===== src/design/rmc_pkg.sv =====
// Shared types, constants and register indexes of the run-length mask crop block.
package rmc_pkg;

   localparam int DIM_BITS_DEF   = 16;
   localparam int COUNT_BITS_DEF = 32;
   localparam int RUN_LEN_BITS   = 32;
   localparam int OUT_LEN_BITS   = 32;
   localparam int CSR_ADDR_BITS  = 3;

   typedef enum logic [CSR_ADDR_BITS-1:0] {
      CSR_IMAGE_HEIGHT = 3'd0,
      CSR_IMAGE_WIDTH  = 3'd1,
      CSR_BOX_LEFT     = 3'd2,
      CSR_BOX_TOP      = 3'd3,
      CSR_BOX_WIDTH    = 3'd4,
      CSR_BOX_HEIGHT   = 3'd5
   } csr_index_type;

   typedef enum logic [3:0] {
      ST_IDLE,
      ST_BOX,
      ST_MUL_BS,
      ST_ADD_BS,
      ST_ADD_BE,
      ST_CHECK,
      ST_DIV_RE,
      ST_DIV_RS,
      ST_DECIDE,
      ST_SEND
   } state_type;

   typedef struct packed {
      logic [OUT_LEN_BITS-1:0] out_length;
      logic                    out_value;
      logic                    out_last;
      logic                    out_empty;
   } result_type;

endpackage


===== src/design/rmc_div_unit.sv =====
// Iterative restoring divider that folds min(x % h, s) + s * (x / h) into one pass.
module rmc_div_unit
   import rmc_pkg::*;
#(
   parameter int DIM_BITS   = DIM_BITS_DEF,
   parameter int COUNT_BITS = COUNT_BITS_DEF
) (
   input  logic                  clock,
   input  logic                  reset,
   input  logic                  start,
   input  logic [COUNT_BITS-1:0] dividend,
   input  logic [DIM_BITS-1:0]   divisor,
   input  logic [DIM_BITS-1:0]   scale,
   output logic                  done,
   output logic [COUNT_BITS-1:0] result
);

   localparam int CNT_W = $clog2(COUNT_BITS + 1);

   logic                  run_ff;
   logic [CNT_W-1:0]      count_ff;
   logic [COUNT_BITS-1:0] dividend_ff;
   logic [DIM_BITS-1:0]   rem_ff;
   logic [COUNT_BITS-1:0] acc_ff;

   logic [DIM_BITS:0]     shifted;
   logic [DIM_BITS:0]     diff;
   logic                  ge;
   logic [DIM_BITS-1:0]   rem_in;
   logic [COUNT_BITS-1:0] acc_in;
   logic [DIM_BITS-1:0]   rem_clip;

   // One quotient bit per cycle; the scaled quotient builds up MSB first.
   assign shifted = {rem_ff, dividend_ff[COUNT_BITS-1]};
   assign diff    = shifted - {1'b0, divisor};
   assign ge      = shifted >= {1'b0, divisor};
   assign rem_in  = ge ? diff[DIM_BITS-1:0] : shifted[DIM_BITS-1:0];
   assign acc_in  = {acc_ff[COUNT_BITS-2:0], 1'b0} + (ge ? COUNT_BITS'(scale) : '0);

   assign done     = run_ff && (count_ff == '0);
   assign rem_clip = (rem_ff < scale) ? rem_ff : scale;
   assign result   = COUNT_BITS'(rem_clip) + acc_ff;

   always_ff @(posedge clock) begin
      if (reset) begin
         run_ff   <= 1'b0;
         count_ff <= '0;
      end else if (start) begin
         run_ff   <= 1'b1;
         count_ff <= CNT_W'(COUNT_BITS);
      end else if (run_ff) begin
         if (count_ff == '0) begin
            run_ff <= 1'b0;
         end else begin
            count_ff <= count_ff - 1'b1;
         end
      end
   end

   always_ff @(posedge clock) begin
      if (start) begin
         dividend_ff <= dividend;
         rem_ff      <= '0;
         acc_ff      <= '0;
      end else if (run_ff && (count_ff != '0)) begin
         dividend_ff <= {dividend_ff[COUNT_BITS-2:0], 1'b0};
         rem_ff      <= rem_in;
         acc_ff      <= acc_in;
      end
   end

endmodule


===== src/design/rle_mask_crop.sv =====
// Top level of the column-major run-length mask crop block.
//
//   channel | direction | handshake          | payload
//   --------+-----------+--------------------+-------------------------------------------
//   req     | in        | req_valid/ready    | run_length, last_run
//   rsp     | out       | rsp_valid/ready    | out_length, out_value, out_last, out_empty
//   csr     | in        | csr_we (no wait)   | csr_addr, csr_wdata
//
// A run that overlaps the box goes from acceptance through ST_BOX, ST_MUL_BS, ST_ADD_BS,
// ST_ADD_BE, ST_CHECK and the two divider passes (ST_DIV_RE, ST_DIV_RS) to the decision.
// A run that misses the box skips the divider and goes from ST_CHECK to the decision;
// with an empty crop box the block goes from ST_BOX straight to ST_SEND or ST_IDLE.
// req_ready is high only in the idle state; results wait in a two-entry output
// buffer and a stalled rsp side holds the block there. Reset is synchronous.
module rle_mask_crop
   import rmc_pkg::*;
#(
   parameter int DIM_BITS   = DIM_BITS_DEF,
   parameter int COUNT_BITS = COUNT_BITS_DEF
) (
   input  logic                     clock,
   input  logic                     reset,

   input  logic                     req_valid,
   output logic                     req_ready,
   input  logic [RUN_LEN_BITS-1:0]  req_run_length,
   input  logic                     req_last_run,

   output logic                     rsp_valid,
   input  logic                     rsp_ready,
   output logic [OUT_LEN_BITS-1:0]  rsp_out_length,
   output logic                     rsp_out_value,
   output logic                     rsp_out_last,
   output logic                     rsp_out_empty,

   input  logic                     csr_we,
   input  logic [CSR_ADDR_BITS-1:0] csr_addr,
   input  logic [DIM_BITS-1:0]      csr_wdata
);

   localparam int DW = DIM_BITS;
   localparam int CW = COUNT_BITS;
   localparam int PW = 2 * DIM_BITS;

   // configuration registers
   logic [DW-1:0] image_height_ff, image_width_ff;
   logic [DW-1:0] box_left_ff, box_top_ff, box_width_ff, box_height_ff;

   // mask state carried from run to run
   logic [CW-1:0] run_start_ff;
   logic          parity_ff;
   logic [CW-1:0] pend_len_ff;
   logic          pend_val_ff;
   logic          pend_valid_ff;
   logic          first_ff;

   // per-run working registers
   state_type     state_ff, state_in;
   logic [CW-1:0] start_ff, end_ff;
   logic          val_ff, last_ff;
   logic [DW-1:0] x0_ff, y0_ff, bw_ff, bh_ff, xe_ff;
   logic [PW-1:0] prod_ff;
   logic [CW-1:0] bs_ff, be_ff, rs_ff, fre_ff, c_ff;

   // output buffer
   result_type    slot_ff [2];
   logic [1:0]    n_ff;
   logic          head_ff;

   // combinational helpers
   logic [DW-1:0] x0_c, y0_c, wrem_c, hrem_c, bw_c, bh_c;
   logic          empty_c;
   logic [DW-1:0] mul_a;
   logic [PW-1:0] prod_in;
   logic          overlap_c;
   logic [CW-1:0] rs_c, re_c;
   logic [CW-1:0] run_end_c;

   logic          div_start, div_done;
   logic [CW-1:0] div_dividend, div_result;

   logic [CW-1:0] pend_len_in;
   logic          pend_val_in, pend_valid_in, first_in, flush_c;
   result_type    res_flush, res_fin, res_empty, slot0_in, slot1_in;
   logic [1:0]    n_in;

   logic          req_fire, rsp_fire;

   assign req_fire = req_valid && req_ready;
   assign rsp_fire = rsp_valid && rsp_ready;

   // ---------------------------------------------------------------- config port
   always_ff @(posedge clock) begin
      if (reset) begin
         image_height_ff <= '0;
         image_width_ff  <= '0;
         box_left_ff     <= '0;
         box_top_ff      <= '0;
         box_width_ff    <= '0;
         box_height_ff   <= '0;
      end else if (csr_we) begin
         unique case (csr_index_type'(csr_addr))
            CSR_IMAGE_HEIGHT: image_height_ff <= csr_wdata;
            CSR_IMAGE_WIDTH:  image_width_ff  <= csr_wdata;
            CSR_BOX_LEFT:     box_left_ff     <= csr_wdata;
            CSR_BOX_TOP:      box_top_ff      <= csr_wdata;
            CSR_BOX_WIDTH:    box_width_ff    <= csr_wdata;
            CSR_BOX_HEIGHT:   box_height_ff   <= csr_wdata;
            default: ;  // drop writes past the last register
         endcase
      end
   end

   // ---------------------------------------------------------------- box clipping
   assign x0_c    = (box_left_ff < image_width_ff) ? box_left_ff : image_width_ff;
   assign y0_c    = (box_top_ff < image_height_ff) ? box_top_ff : image_height_ff;
   assign wrem_c  = image_width_ff - x0_c;
   assign hrem_c  = image_height_ff - y0_c;
   assign bw_c    = (box_width_ff < wrem_c) ? box_width_ff : wrem_c;
   assign bh_c    = (box_height_ff < hrem_c) ? box_height_ff : hrem_c;
   assign empty_c = (bw_c == '0) || (bh_c == '0) || (image_height_ff == '0);

   // One multiplier serves the box start and the box end on successive cycles.
   assign mul_a   = (state_ff == ST_MUL_BS) ? x0_ff : xe_ff;
   assign prod_in = PW'(mul_a) * PW'(image_height_ff);

   // Overlap of the run with the box span, relative to the box start.
   assign overlap_c = !((end_ff <= bs_ff) || (start_ff >= be_ff));
   assign rs_c      = ((start_ff > bs_ff) ? start_ff : bs_ff) - bs_ff;
   assign re_c      = ((end_ff < be_ff) ? end_ff : be_ff) - bs_ff;

   assign run_end_c = run_start_ff + CW'(req_run_length);

   // ---------------------------------------------------------------- shared divider
   rmc_div_unit #(
      .DIM_BITS  (DIM_BITS),
      .COUNT_BITS(COUNT_BITS)
   ) u_div (
      .clock   (clock),
      .reset   (reset),
      .start   (div_start),
      .dividend(div_dividend),
      .divisor (image_height_ff),
      .scale   (bh_ff),
      .done    (div_done),
      .result  (div_result)
   );

   // ---------------------------------------------------------------- merge decision
   always_comb begin
      pend_len_in   = pend_len_ff;
      pend_val_in   = pend_val_ff;
      pend_valid_in = pend_valid_ff;
      first_in      = first_ff;
      flush_c       = 1'b0;
      priority if (first_ff) begin
         // keep the first output run even when it is empty
         pend_len_in   = c_ff;
         pend_val_in   = val_ff;
         pend_valid_in = 1'b1;
         first_in      = 1'b0;
      end else if (c_ff == '0) begin
         // drop zero-length runs
      end else if (pend_valid_ff && (val_ff == pend_val_ff)) begin
         pend_len_in = pend_len_ff + c_ff;
      end else begin
         flush_c       = pend_valid_ff;
         pend_len_in   = c_ff;
         pend_val_in   = val_ff;
         pend_valid_in = 1'b1;
      end
   end

   assign res_flush = '{out_length: OUT_LEN_BITS'(pend_len_ff), out_value: pend_val_ff,
                        out_last: 1'b0, out_empty: 1'b0};
   assign res_empty = '{out_length: '0, out_value: 1'b0, out_last: 1'b1, out_empty: 1'b1};
   assign res_fin   = pend_valid_in ?
                      result_type'{out_length: OUT_LEN_BITS'(pend_len_in),
                                   out_value: pend_val_in, out_last: 1'b1,
                                   out_empty: 1'b0} : res_empty;

   always_comb begin
      if (flush_c) begin
         slot0_in = res_flush;
         slot1_in = res_fin;
         n_in     = last_ff ? 2'd2 : 2'd1;
      end else begin
         slot0_in = res_fin;
         slot1_in = res_fin;
         n_in     = last_ff ? 2'd1 : 2'd0;
      end
   end

   // ---------------------------------------------------------------- sequencer
   always_ff @(posedge clock) begin
      if (reset) begin
         state_ff <= ST_IDLE;
      end else begin
         state_ff <= state_in;
      end
   end

   always_comb begin
      state_in     = state_ff;
      req_ready    = 1'b0;
      rsp_valid    = 1'b0;
      div_start    = 1'b0;
      div_dividend = re_c;
      unique case (state_ff)
         ST_IDLE: begin
            req_ready = 1'b1;
            if (req_valid) begin
               state_in = ST_BOX;
            end
         end
         ST_BOX: begin
            priority if (!empty_c) begin
               state_in = ST_MUL_BS;
            end else if (last_ff) begin
               state_in = ST_SEND;
            end else begin
               state_in = ST_IDLE;
            end
         end
         ST_MUL_BS: state_in = ST_ADD_BS;
         ST_ADD_BS: state_in = ST_ADD_BE;
         ST_ADD_BE: state_in = ST_CHECK;
         ST_CHECK: begin
            if (overlap_c) begin
               div_start = 1'b1;
               state_in  = ST_DIV_RE;
            end else begin
               state_in = ST_DECIDE;
            end
         end
         ST_DIV_RE: begin
            div_dividend = rs_ff;
            if (div_done) begin
               div_start = 1'b1;
               state_in  = ST_DIV_RS;
            end
         end
         ST_DIV_RS: begin
            if (div_done) begin
               state_in = ST_DECIDE;
            end
         end
         ST_DECIDE: begin
            state_in = (n_in == 2'd0) ? ST_IDLE : ST_SEND;
         end
         ST_SEND: begin
            rsp_valid = 1'b1;
            if (rsp_ready && (head_ff || (n_ff == 2'd1))) begin
               state_in = ST_IDLE;
            end
         end
         default: state_in = ST_IDLE;
      endcase
   end

   // ---------------------------------------------------------------- mask state
   always_ff @(posedge clock) begin
      if (reset) begin
         run_start_ff  <= '0;
         parity_ff     <= 1'b0;
         pend_len_ff   <= '0;
         pend_val_ff   <= 1'b0;
         pend_valid_ff <= 1'b0;
         first_ff      <= 1'b1;
         head_ff       <= 1'b0;
         n_ff          <= '0;
      end else begin
         if (req_fire) begin
            // advance position and parity for every run, cropped or not
            run_start_ff <= run_end_c;
            parity_ff    <= !parity_ff;
         end
         if ((state_ff == ST_BOX) && empty_c && last_ff) begin
            // empty box: discard the held-back run and restart the mask
            run_start_ff  <= '0;
            parity_ff     <= 1'b0;
            pend_len_ff   <= '0;
            pend_val_ff   <= 1'b0;
            pend_valid_ff <= 1'b0;
            first_ff      <= 1'b1;
            n_ff          <= 2'd1;
            head_ff       <= 1'b0;
         end
         if (state_ff == ST_DECIDE) begin
            if (last_ff) begin
               run_start_ff  <= '0;
               parity_ff     <= 1'b0;
               pend_len_ff   <= '0;
               pend_val_ff   <= 1'b0;
               pend_valid_ff <= 1'b0;
               first_ff      <= 1'b1;
            end else begin
               pend_len_ff   <= pend_len_in;
               pend_val_ff   <= pend_val_in;
               pend_valid_ff <= pend_valid_in;
               first_ff      <= first_in;
            end
            n_ff    <= n_in;
            head_ff <= 1'b0;
         end
         if (rsp_fire) begin
            head_ff <= 1'b1;
         end
      end
   end

   // ---------------------------------------------------------------- datapath
   always_ff @(posedge clock) begin
      if (req_fire) begin
         start_ff <= run_start_ff;
         end_ff   <= run_end_c;
         val_ff   <= parity_ff;
         last_ff  <= req_last_run;
      end
      unique case (state_ff)
         ST_BOX: begin
            x0_ff      <= x0_c;
            y0_ff      <= y0_c;
            bw_ff      <= bw_c;
            bh_ff      <= bh_c;
            slot_ff[0] <= res_empty;
         end
         ST_MUL_BS: begin
            prod_ff <= prod_in;
            xe_ff   <= x0_ff + bw_ff - 1'b1;
         end
         ST_ADD_BS: begin
            bs_ff   <= CW'(prod_ff) + CW'(y0_ff);
            prod_ff <= prod_in;
         end
         ST_ADD_BE: begin
            be_ff <= CW'(prod_ff) + CW'(bh_ff) + CW'(y0_ff);
         end
         ST_CHECK: begin
            rs_ff <= rs_c;
            c_ff  <= '0;
         end
         ST_DIV_RE: begin
            if (div_done) begin
               fre_ff <= div_result;
            end
         end
         ST_DIV_RS: begin
            if (div_done) begin
               c_ff <= fre_ff - div_result;
            end
         end
         ST_DECIDE: begin
            slot_ff[0] <= slot0_in;
            slot_ff[1] <= slot1_in;
         end
         default: ;
      endcase
   end

   assign rsp_out_length = slot_ff[head_ff].out_length;
   assign rsp_out_value  = slot_ff[head_ff].out_value;
   assign rsp_out_last   = slot_ff[head_ff].out_last;
   assign rsp_out_empty  = slot_ff[head_ff].out_empty;

   // ---------------------------------------------------------------- assertions
   a_no_overlap_sides: assert property (@(posedge clock) disable iff (reset)
      !(req_ready && rsp_valid))
      else $error("input taken while results are pending");

   a_busy_after_accept: assert property (@(posedge clock) disable iff (reset)
      req_fire |=> !req_ready)
      else $error("ready stayed high after an accepted run");

   a_empty_shape: assert property (@(posedge clock) disable iff (reset)
      (rsp_valid && rsp_out_empty) |->
         (rsp_out_last && (rsp_out_length == '0) && !rsp_out_value))
      else $error("empty result with stray payload");

   a_pending_after_first: assert property (@(posedge clock) disable iff (reset)
      !first_ff |-> pend_valid_ff)
      else $error("first run emitted but nothing held back");

   a_div_done_in_div: assert property (@(posedge clock) disable iff (reset)
      div_done |-> ((state_ff == ST_DIV_RE) || (state_ff == ST_DIV_RS)))
      else $error("divider finished outside a divide step");

endmodule


===== config.mk =====
export PLATFORM = sky130hd
export DESIGN_NAME = rle_mask_crop
export DESIGN_NICKNAME = d
export VERILOG_FILES = /design/src/design/rmc_pkg.sv /design/src/design/rmc_div_unit.sv /design/src/design/rle_mask_crop.sv
export SDC_FILE = /design/constraint.sdc
export NUM_CORES = 2
export LEC_CHECK = 0
export ABC_CLOCK_PERIOD_IN_PS = 15100
export BUFFER_PORTS_ARGS = -buffer_cell sky130_fd_sc_hd__buf_2
export CORE_MARGIN = 5
export CORE_UTILIZATION = 55
export CTS_CLUSTER_DIAMETER = 50
export CTS_CLUSTER_SIZE = 25
export DETAILED_ROUTE_END_ITERATION = 10
export GPL_TIMING_DRIVEN = 1
export PLACE_DENSITY = 0.79
export SYNTH_ARGS = -nofsm -noshare
export SYNTH_HDL_FRONTEND = slang
export SYNTH_SLANG_ARGS = --single-unit
export TNS_END_PERCENT = 20

===== constraint.sdc =====
create_clock -name clock -period 15.1 [get_ports clock]
set_input_delay 2.265 -clock clock [delete_from_list [all_inputs] [get_ports clock]]
set_output_delay 2.265 -clock clock [all_outputs]
set_load 0.01 [all_outputs]

After elaboration in Yosys (flattened, before gate mapping)
Memory sizes are Yosys's and may differ from the RTL's. A register that Yosys moved wholly into a read port is not among the register bits.
Index checks and enable logic that the tools add are counted.
{"block": "word_totals", "elab_cells": 209, "ff_bits": 596, "mem_count": 1, "out_inout_bits": 37, "ramBits": 70}
{"block": "classes", "n_mux": 82, "n_bitwise": 2, "n_eq_ne": 21, "n_addsub": 16, "n_mul": 1, "order_cmp": 10, "n_reduce_logical": 40}
{"memory": "slot_ff", "words": 2, "word_bits": 35, "read_ports": 1, "rd_ports_with_merged_regs": 1, "wr": 2, "line_no": "rle_mask_crop.sv:66", "source": "result_type slot_ff [2];"}
{"cell": "2-to-1 mux 32 bit", "count": 16}
{"cell": "2-to-1 mux 16 bit", "count": 8}
{"cell": "2-to-1 mux 35 bit", "count": 3}
{"cell": "adder 32 x 16 -> 32 bit", "count": 3}
{"cell": "adder 32 bit", "count": 3}
{"cell": "subtractor 32 bit", "count": 3}
{"cell": "< comparator 16 bit", "count": 5}
{"cell": "one-hot mux 32 bit (2 select lines)", "count": 1}
{"cell": "logical NOT 16 bit", "count": 3}
{"cell": "subtractor 16 bit", "count": 3}
{"cell": "one-hot mux 4 bit (10 select lines)", "count": 1}
{"cell": "2-to-1 mux 1 bit", "count": 37}
{"cell": "adder 16 x 32 -> 32 bit", "count": 1}
{"cell": ">= comparator 32 bit", "count": 1}
{"cell": "greater-than comparator 32 bit", "count": 1}
{"cell": "less-or-equal comparator 32 bit", "count": 1}
{"cell": "logical NOT 32 bit", "count": 1}
{"cell": "< comparator 32 bit", "count": 1}
{"cell": "multiplier 16 x 16 -> 32 bit", "count": 1}
{"cell": "2-to-1 mux 4 bit", "count": 8}
{"cell": "AND reduction 2 bit", "count": 10}
{"cell": "2-to-1 mux 6 bit", "count": 3}
{"cell": ">= comparator 17 x 16 -> 1 bit", "count": 1}
{"cell": "adder 16 bit", "count": 1}
{"cell": "28 further kinds", "count": 56}

Logic depth before layout (Yosys ltp)
{"block": "depth", "ltp_word": 15, "depth_mapped": 42, "ltp_nobuf": 40}

By module
From an unflattened synthesis, not the netlist that was laid out.
{"block": "unflattened", "hier_cells": 5754, "hier_area_um2": 53635.2}
{"mod": "rle_mask_crop", "area_per_inst_um2": 46804.9, "n_inst": 1, "cells_per_inst": 4976, "seq_area_each_um2": 15665.0}
{"mod": "rmc_div_unit", "area_per_inst_um2": 6830.3, "n_inst": 1, "cells_per_inst": 778, "seq_area_each_um2": 2062.0}

Least setup slack after synthesis
Ideal clock, no wire load.
{"block": "synth_timing", "path_kind": "register to register", "start": "reg state_ff[3]", "end": "reg prod_ff[28] (data pin)", "stages_incl_launch_ff": 30, "period_less_slack_ns": 10.532, "path_slack_ns": 4.568, "arrival_time_ns": 10.337, "path_cell_list": "dfxtp_1 > clkbuf_1 > nor3b_1 > and2_1 > clkbuf_1 > mux2_2 > clkbuf_1 > nand2_1 > fa_1 > inv_1 > fa_1 > inv_1 > fa_1 > fa_1 > inv_1 > fa_1 > inv_1 > fa_1 > inv_1 > ha_1 > a21oi_1 > nor2b_1 > or4_1 > a21oi_1 > o211ai_1 > a21oi_1 > o21ai_0 > nand2_1 > or4b_2 > o311ai_0"}
{"block": "synth_via", "elab_chain_len": 3}
{"element": "start, declared", "line_no": "rle_mask_crop.sv:58", "source": "state_type state_ff, state_in;"}
{"element": "start signal, assigned", "line_no": "rle_mask_crop.sv:199", "source": "state_ff <= state_in;"}
{"element": "== test 4 x 2 -> 1 bit", "line_no": "rle_mask_crop.sv:124", "source": "assign mul_a = (state_ff == ST_MUL_BS) ? x0_ff : xe_ff;"}
{"element": "2-to-1 mux 16 bit", "line_no": "rle_mask_crop.sv:124"}
{"element": "multiplier 16 x 16 -> 32 bit", "line_no": "rle_mask_crop.sv:125", "source": "assign prod_in = PW'(mul_a) * PW'(image_height_ff);"}
{"element": "via prod_in[28]", "line_no": "rle_mask_crop.sv:74", "source": "logic [PW-1:0] prod_in;"}
{"element": "end signal, assigned", "line_no": "rle_mask_crop.sv:329", "source": "prod_ff <= prod_in;"}
{"element": "end signal, assigned", "line_no": "rle_mask_crop.sv:334", "source": "prod_ff <= prod_in;"}
{"element": "end, declared", "line_no": "rle_mask_crop.sv:62", "source": "logic [PW-1:0] prod_ff;"}
The timed path passes the listed nets, and every way through them passes these cells.
A chain may end at the register's enable or synchronous reset.

Final worst setup path
{"block": "layout_timing", "start": "reg image_height_ff[5]", "end": "reg pend_len_ff[9]"}
{"block": "layout_via", "elab_chain_len": 11, "elab_cells_between_ends": 12}
{"element": "start, declared", "line_no": "rle_mask_crop.sv:46", "source": "logic [DW-1:0] image_height_ff, image_width_ff;"}
{"element": "start signal, assigned", "line_no": "rle_mask_crop.sv:103", "source": "CSR_IMAGE_HEIGHT: image_height_ff <= csr_wdata;"}
{"element": "< comparator 16 bit *", "line_no": "rle_mask_crop.sv:116", "source": "assign y0_c = (box_top_ff < image_height_ff) ? box_top_ff : image_height_ff;"}
{"element": "2-to-1 mux 16 bit *", "line_no": "rle_mask_crop.sv:116"}
{"element": "via y0_c[0]", "line_no": "rle_mask_crop.sv:71", "source": "logic [DW-1:0] x0_c, y0_c, wrem_c, hrem_c, bw_c, bh_c;"}
{"element": "subtractor 16 bit *", "line_no": "rle_mask_crop.sv:118", "source": "assign hrem_c = image_height_ff - y0_c;"}
{"element": "< comparator 16 bit", "line_no": "rle_mask_crop.sv:120", "source": "assign bh_c = (box_height_ff < hrem_c) ? box_height_ff : hrem_c;"}
{"element": "2-to-1 mux 16 bit *", "line_no": "rle_mask_crop.sv:120"}
{"element": "logical NOT 16 bit *", "line_no": "rle_mask_crop.sv:121", "source": "assign empty_c = (bw_c == '0) || (bh_c == '0) || (image_height_ff == '0);"}
{"element": "logical OR 1 bit * (2 in series)", "line_no": "rle_mask_crop.sv:121"}
{"element": "logical AND 1 bit * (2 in series)", "line_no": "rle_mask_crop.sv:278", "source": "if ((state_ff == ST_BOX) && empty_c && last_ff) begin"}
{"element": "nonzero test 2 bit (no line) *"}
{"element": "end signal, assigned", "line_no": "rle_mask_crop.sv:298", "source": "pend_len_ff <= pend_len_in;"}
{"element": "end, declared", "line_no": "rle_mask_crop.sv:52", "source": "logic [CW-1:0] pend_len_ff;"}
Mark *: on every way through the listed nets, which the timed path passes. The rest lies on a longest branch.

==> impl_results.md <==
- Slew HR: 19.0%
- Startpoint type of the worst setup path: flip-flop
- Placer congestion estimate: 0.964
- Die H: 321 µm
- Worst hold-check path type: reg2reg
- FILL cells: 7864
- Tot GR Track Use: 25.9%
- Hold Buf Count CTS: 0
- Critical Path Slowest Stage Cell: dfxtp_1
- Measured slew at the worst slew-check pin: 1210 ps
- Crit share post-route: 61.1%
- Final WL: 137 mm
- PortBufs: 93
- Synthesized flop and latch total: 666
- Synth area leader: edfxtp_1
- CTS tree: built
- Post-synth top cells: nand2_1 (642), inv_1 (604), ha_1 (599)
- Via Count: 42200
- Syn_nets: 6598
- CP peak stage delay: 870 ps
- Pleak: 0.0253 µW
- ANT nets after route: 0
- Post-DP HPWL: 104 mm
- Initial DRC Count: 3645
- Unrepaired setup endpoints after global routing: no
- Required time worst endpoint: 15640 ps
- Top-level port count: 94
- FF-to-FF Start: image_height_ff[5]
- Wire per inst: 19.3 µm
- Synthesis-to-finish area growth: 9.16%
- Congestion Overflow GR: 0
- CORE AREA: 96600 µm²
- Clock latency on the worst-skew pair: 700 ps
- Status: finished clean
- Cell Pwr Density: 142 nW/µm²
- Largest Register: slot_ff
- Die area: 103000 µm²
- Worst VDD drop: 0.000133 V
- Row cnt: 114
- YS warnings: 0
- Die X: 321 µm
- Post-synthesis cell count: 5719
- Worst Path Class, Setup: reg2reg
- Yosys top cell area share: 24.7%
- Max Cap Violations: 0
- Dpl cells: 6934
- Clock Path Buffers: 3
- EDFF count, synth: 439
- RR Endpoint: pend_len_ff[9]
- Share of cells above drive strength 1: 8.35%
- CP Capture Type: flip-flop
- CTS root buf: clkbuf_16
- Worst Setup SP: image_height_ff[5]
- Post-CTS Setup Repair Bufs: 0
- Slew Viols, Final: 0
- Max FFs per register: 69
- First-pass GRT wire length: 218 mm
- Reg2reg path depth: 33
- Area contributors post-synth: edfxtp_1 (25%), ha_1 (14%), dfxtp_1 (8.5%)
- Seq/Total Area, Yosys: 33.2%
- H-tree lvl count: 3
- 1st-pass router iterations: 7
- Final min period: 9230 ps
- Via density per instance: 5.94
- Worst path most repeated cell: a21oi_1
- Setup TNS: 0 ps
- Vias in the first global route: 41100
- Critical Path AT: 9770 ps
- Clock transition at path regs: 80 ps
- Crit path max fanout: 56
- Post-Layout Cell Count: 7095
- Async SR Flop Fraction: 0%
- Final worst slack: 5870 ps
- Initial antenna violation count: 3
- Dpl ws: 6030 ps
- Syn_area_per_cell: 9.33 µm²
- Reg2Reg Setup Slack: 5870 ps
- Post-CTS resize count: 0
- Residual DRC count: 0
- Clock skew: 78.1 ps
- Ys flop type: edfxtp_1
- Sink Count: 666
- Final setup violation count: 0
- Largest net degree at the start of global routing: 98
- TritonCTS Buffers: 85
- Most common cell in the synthesized netlist: nand2_1
- Fmax achieved: 108 MHz
- Initial Utilization: 55.3%
- Post-Syn Area: 53400 µm²
- Final hold vios: 0
- CP Capture Point: pend_len_ff[9]
- Synth cell types: 90
- Fin nets: 6624
## routing by layer
layer	wire (µm)	GRT usage, %
met1	58700	35.6
met3	9820	3.77
met2	62200	41.6
met4	5940	10.4
met5	21	0
## critical path: cells and delay by family, from the launching register on
kind,cells,cell delay (ps)
AND/OR/NAND/NOR,6,1340
flip-flops,1,870
adder cells (fa/ha/maj),4,1310
XOR/XNOR,1,180
buffers and inverters,5,1460
AO/OA/AOI/OAI,17,3840
## logic make-up (layout without fill, tap and decap cells)
| kind of cell | Yosys count | after routing | synth area share [%] |
|---|---|---|---|
| AOI/OAI and AO/OA | 1269 | 1269 | 15.3 |
| xor gates and xnor gates | 327 | 327 | 5.37 |
| adders and majority gates | 822 | 822 | 22.4 |
| buffers and inverters | 801 | 899 | 5.69 |
| DFF | 666 | 666 | 33.2 |
| muxes | 206 | 206 | 4.18 |
| other | 0 | 2 | 0 |
| and+or+nand+nor | 1628 | 1628 | 13.9 |
## cell usage in the layout, fill, tap and decap left out, types with 45 or more instances in the layout
cell type  netlist  routed
mux2i_1         70      70
nor3_1         109     105
edfxtp_1       439     439
a21oi_1        405     405
and3_1          45      45
dfxtp_1        227     227
o21a_1          61      61
and2_1          79      78
nor2_1         397     392
inv_1          604     604
mux2_2         136     136
ha_1           599     599
o21ai_0        239     238
buf_2            7      92
xor2_1         130     130
fa_1           223     223
clkbuf_16        0      87
nand2_1        642     642
xnor2_1        197     197
nor2b_1         77      77
nand4_1         53      53
nand3_1         94      94
a21o_1         148     148
## where the power goes
group / switching (µW) / leakage [µW] / internal [µW] / total, µW
sequential: 255 / 0.00604 / 2340 / 2600
combinational: 1980 / 0.0177 / 1460 / 3440
clock: 986 / 0.00154 / 1220 / 2210
## layout make-up
class / instances / area, µm² / area share, %
flip-flops and latches: 666 / 17700 / 30.4
multi-input cells: 4252 / 32700 / 56.1
repair buffers: 134 / 776 / 1.33
diodes: 2 / 5.00 / 0.00859
clock buffers: 91 / 2200 / 3.78
inverters: 606 / 2280 / 3.91
clock inverters: 68 / 975 / 1.67
well taps: 1276 / 1600 / 2.74
## how the worst min path moves through the flow
stage,startpoint,end,slack [ps],cells after the start
finish,parity_ff,val_ff,460,0
global route,parity_ff,val_ff,470,0
CTS,parity_ff,val_ff,460,0
detailed placement,run_start_ff[29],start_ff[29],450,0
global placement,parity_ff,val_ff,430,0
floorplan,parity_ff,val_ff,430,0
## per-stage QoR
stage	cell area, µm²	total power, µW	util, %	hold WS (ps)
floorplan	53400	5170	-	429
global placement	55100	5880	57.0	435
detailed placement	55100	5990	57.0	451
CTS	58200	8240	60.3	459
global route	58200	8790	60.3	466
finish	58300	8250	60.3	463
Power figures use the tool's default switching activity.
